**config.mk**
```make
export PLATFORM = sky130hd
export DESIGN_NAME = ccqe_isqrt
export DESIGN_NICKNAME = d
export VERILOG_FILES = /design/src/hdl/ccqe_pkg.sv /design/src/hdl/ccqe_isqrt.sv
export SDC_FILE = /design/constraint.sdc
export NUM_CORES = 2
export LEC_CHECK = 0
export ABC_AREA = 1
export BUFFER_PORTS_ARGS = -buffer_cell sky130_fd_sc_hd__clkbuf_2
export CORE_MARGIN = 2
export CORE_UTILIZATION = 60
export CTS_BUF_LIST = sky130_fd_sc_hd__clkbuf_4 sky130_fd_sc_hd__clkbuf_8 sky130_fd_sc_hd__clkbuf_16
export CTS_CLUSTER_DIAMETER = 80
export CTS_CLUSTER_SIZE = 40
export DETAILED_ROUTE_END_ITERATION = 10
export HOLD_SLACK_MARGIN = 0.1
export PLACE_DENSITY = 0.82
export SLEW_MARGIN = 20
export SYNTH_ARGS = -nofsm -noshare
export SYNTH_HDL_FRONTEND = slang
export SYNTH_SLANG_ARGS = --single-unit
```
**constraint.sdc**
```tcl
create_clock -name clk_i -period 3.8 [get_ports clk_i]
set_input_delay 0.76 -clock clk_i [delete_from_list [all_inputs] [get_ports clk_i]]
set_output_delay 0.76 -clock clk_i [all_outputs]
set_load 0.05 [all_outputs]
```
**src/hdl/ccqe_pkg.sv**
```systemverilog
// shared widths, constants and status codes of the quasi-elastic energy block
package ccqe_pkg;

  localparam int FRAC_BITS = 4;
  localparam int IN_W      = 20;
  localparam int MOM_W     = 21;
  localparam int MAG_W     = 21;
  localparam int BIND_W    = 11;
  localparam int OUT_W     = 24;
  localparam int STAT_W    = 2;
  localparam int EU_W      = 30;
  localparam int A_W       = 24;
  localparam int SQ_W      = 42;
  localparam int RAD_W     = 60;
  localparam int ROOT_W    = 30;
  localparam int AA_W      = 48;
  localparam int AE_W      = 54;
  localparam int NUM_W     = 57;
  localparam int PROD_W    = 51;
  localparam int DVD_W     = 56;
  localparam int DVS_W     = 42;
  localparam int DEN_W     = 32;
  localparam int QUO_W     = 30;
  localparam int SQRT_LAT  = ROOT_W;
  localparam int DIV_LAT   = QUO_W + 1;

  localparam logic [9:0]        KEV_PER_MEV = 10'd1000;
  localparam logic [10:0]       DEN_SCALE   = 11'd2000;
  localparam logic [BIND_W-1:0] BIND_RESET  = 11'd480;

  localparam logic [A_W-1:0]   MN_U = A_W'(939565 << FRAC_BITS);
  localparam logic [A_W-1:0]   MP_U = A_W'(938272 << FRAC_BITS);
  localparam logic [EU_W-1:0]  ME_U = EU_W'(511 << FRAC_BITS);
  localparam logic [NUM_W-1:0] MP2  = NUM_W'(64'(MP_U) * 64'(MP_U));
  localparam logic [RAD_W-1:0] ME2  = RAD_W'(64'(ME_U) * 64'(ME_U));

  typedef enum logic [STAT_W-1:0] {
    ST_OK         = 2'd0,
    ST_LOW_ENERGY = 2'd1,
    ST_ZERO_MOM   = 2'd2,
    ST_BAD_DEN    = 2'd3
  } status_e;

endpackage

```
**src/hdl/ccqe_isqrt.sv**
```systemverilog
// pipelined integer square root, one root bit per stage
module ccqe_isqrt (
  input  logic                          clk_i,
  input  logic                          rst_ni,
  input  logic                          valid_i,
  input  logic [ccqe_pkg::RAD_W-1:0]    rad_i,
  output logic                          valid_o,
  output logic [ccqe_pkg::ROOT_W-1:0]   root_o
);

  localparam int RW = ccqe_pkg::RAD_W;
  localparam int QW = ccqe_pkg::ROOT_W;

  logic [QW-1:0] vld_q;
  logic [RW-1:0] rem_q  [QW-1];
  logic [QW-1:0] root_q [QW];

  for (genvar s = 0; s < QW; s++) begin : g_stage
    localparam int B = QW - 1 - s;
    logic [RW-1:0] rem_in;
    logic [QW-1:0] root_in;
    logic          vld_in;
    logic [RW:0]   trial;
    logic          ge;

    if (s == 0) begin : g_first
      assign rem_in  = rad_i;
      assign root_in = '0;
      assign vld_in  = valid_i;
    end else begin : g_next
      assign rem_in  = rem_q[s-1];
      assign root_in = root_q[s-1];
      assign vld_in  = vld_q[s-1];
    end

    assign trial = ((RW+1)'(root_in) << (B + 1)) | ((RW+1)'(1) << (2 * B));
    assign ge    = {1'b0, rem_in} >= trial;

    always_ff @(posedge clk_i or negedge rst_ni) begin
      if (!rst_ni) begin
        vld_q[s] <= 1'b0;
      end else begin
        vld_q[s] <= vld_in;
      end
    end

    always_ff @(posedge clk_i) begin
      root_q[s] <= ge ? (root_in | (QW'(1) << B)) : root_in;
    end

    if (s < QW - 1) begin : g_rem
      always_ff @(posedge clk_i) begin
        rem_q[s] <= ge ? (rem_in - trial[RW-1:0]) : rem_in;
      end
    end
  end

  assign valid_o = vld_q[QW-1];
  assign root_o  = root_q[QW-1];

endmodule

```
==> impl_metrics.json <==
{
  "synthCells": 14640,
  "crit_arrival_ps": 4020,
  "ys_seq_area_frac": 0.434,
  "synth_edf_count": 0,
  "slowest_delay_ps": 650,
  "netlist_top_cells_area": "dfxtp_1 (43%), nand2_1 (17%), inv_1 (8.2%)",
  "avgSynthCellArea_um2": 7.07,
  "routedWlPerCell_um": 19.5,
  "die_x_um": 419,
  "dp_hpwl_um": 278000,
  "maxCapViolations": 0,
  "critPathTopFamily": "simple AND/OR/NAND/NOR gates",
  "syn-cell-area_mm2": 0.103,
  "critPathCaptureType": "register",
  "slowest_stage": "nand4_1",
  "rows": 152,
  "start_kind": "register",
  "io-pin-count": 94,
  "grt_pass1_wl_um": 506000,
  "worst-path-max-fanout": 14,
  "drv_slew": 0,
  "cts_root_buf": "clkbuf_16",
  "cp_cell_sequence": "ha_1 -> inv_1 -> nor2_1 -> nand4_1 -> nor2_1 -> nand3_1 -> nand2_1 -> inv_1 -> nand2_1 -> inv_1 -> buf_4 -> o21ai_0",
  "setup_viol": 0,
  "clk_latency_ps": 870,
  "ys_seq_elements": 2235,
  "track_usage": 0.376,
  "setup-tns-final_ps": 0,
  "htreeDepth": 3,
  "cts_buffers": 103,
  "drc_errors": 0,
  "p_leak_nw": 57.3,
  "cts_num_sinks": 2235,
  "tightestPinTransition_ps": 1030,
  "die_area_mm2": 0.176,
  "grt_max_degree": 48,
  "ant_nets": 0,
  "die_y_um": 419,
  "rsz0062_at_grt": "false",
  "synthTopCellsByCount": "nand2_1 (4591), inv_1 (2251), dfxtp_1 (2205)",
  "crit_required_ps": 4500,
  "finalCriticalPeriod_ps": 3320,
  "hold_viol_final": 0,
  "finalCritPeriodShare": 0.873,
  "r2r-start": "rem_q[2][82]",
  "cpMostUsedCell": "inv_1",
  "hold_start": "rad_i[58]",
  "synth_cell_type_count": 63,
  "finalPower_mw": 79.8,
  "hp-class": "primary input to register",
  "yosys_warnings": 0,
  "skew_ps": 64.2,
  "yosys.cell_count.top_type": "nand2_1",
  "synthArstFlopShare": 0.0134,
  "core_mm2": 0.172,
  "post_cts_buffers": 0,
  "power.density_mw_per_mm2": 715,
  "areaGrowthSynthToFinish_pct": 7.95,
  "timing.fmax_ghz": 0.302,
  "synth_top_area_share": 0.427,
  "port_buffers": 93,
  "slew-limit-headroom": 0.311,
  "status": "completed",
  "viasPerCell": 5.41,
  "nets": 15417,
  "antenna_found_initial": 3,
  "first_pass_iters": 6,
  "path_class": "register to register",
  "routed_wl_um": 337000,
  "final_layout_size_suffix_gt1_frac": 0.0342,
  "cts_tree": "done",
  "ys.flop_type": "dfxtp_1",
  "clk_pin_slew_worst_paths_ps": 120,
  "overflow": 0,
  "grt_pass1_vias": 88298,
  "vias": 93295,
  "final_util": 0.651,
  "postSynthNetCount": 15196,
  "drt_iter0_drc": 8955,
  "routabilityCongestion": 1.10,
  "crit_start": "rem_q[2][82]",
  "start_util": 0.603,
  "clock_path_buffers": 3,
  "peakVddDrop_mv": 0.605,
  "synth.largest_area_cell": "dfxtp_1",
  "crit_buf_inv": 4
}
-- routing by layer --
metal  GRT usage  vias up  part of all wire
met5           0        -          0.000074
met4       0.306        4             0.097
met3      0.0501     1120             0.067
met2       0.634     3736              0.46
met1       0.428    42205              0.38
li1            -    46230                 -
-- final timing paths --
| check | endpoint | slack, ps | depth (start not counted) |
|---|---|---|---|
| setup / recovery | rem_q[2][161] | 480 | 12 |
| hold / removal | rem_q[0][58] | 190 | 3 |
| setup reg to reg | rem_q[2][161] | 480 | 12 |
| hold reg to reg | rem_q[2][120] | 320 | 0 |
| max in group asynchronous | g_stage[6].vld_in | 2870 | 2 |
| min in group asynchronous | g_stage[22].vld_in | 480 | 2 |
-- registers in the layout, indices dropped and copies added, names as in the netlist --
| register | flops |
|---|---|
| root_q | 465 |
| valid_o | 1 |
| rem_q | 1740 |
| g_stage.vld_in | 29 |
-- kinds of logic after synthesis --
logic type / after synthesis / share of synthesized area
AND/OR/NAND/NOR: 7810 / 0.314
XOR/XNOR: 430 / 0.0364
buffers and inverters: 2387 / 0.0893
flip-flops: 2235 / 0.434
AO/OA/AOI/OAI: 1285 / 0.0666
adder cells (fa/ha/maj): 493 / 0.0596
-- stage by stage --
stage               hold WS (ps)  instance area (um2)  cells  setup slack [ps]
global route                 183               112000  17248               460
finish                       195               112000  17255               484
floorplan                    322               103000  14640              1830
detailed placement           329               107000  17006               586
global placement             327               107000  17006               575
CTS                          129               112000  17248               584
-- timing repair --
action                    4_1_cts  5_1_grt
hold buffers                   60        0
gates resized for setup         0        0
hold endpoints to repair       89        0
-- cell type report --
type | count | area, um2
clock buffers | 106 | 2610
inverters | 2269 | 8520
repair buffers | 234 | 1700
fillers | 15393 | 59900
clock inverters | 76 | 1710
flip-flops and latches | 2235 | 44900
diodes | 7 | 17.5
well taps | 2310 | 2890
multi-input cells | 10018 | 49300
-- power breakdown --
group / internal, mW / switching [mW] / total [mW] / leakage (nW)
Sequential: 28.9 / 6.50 / 35.4 / 18.8
Combinational: 9.63 / 19.6 / 29.2 / 36.5
Clock: 5.96 / 9.27 / 15.2 / 1.98
Total: 44.5 / 35.4 / 79.8 / 57.3
-- worst min-delay path, stage by stage --
cell	delay, ps
clkbuf_2	120
nand3_1	90
nand2_1	50
-- layout by cell type, fill, tap and decap left out, drive strengths merged, types with 107 or more instances in the layout --
cell    instances
xor2          196
o21ai         485
nor2         1612
dfxtp        2205
inv          2296
nand2        4609
ha            493
nor4          177
nand3b        107
nor3          167
a21oi         678
nand4         264
nand3         787
xnor2         234
clkbuf        199
No activity file was read; power rests on OpenSTA's default activity.
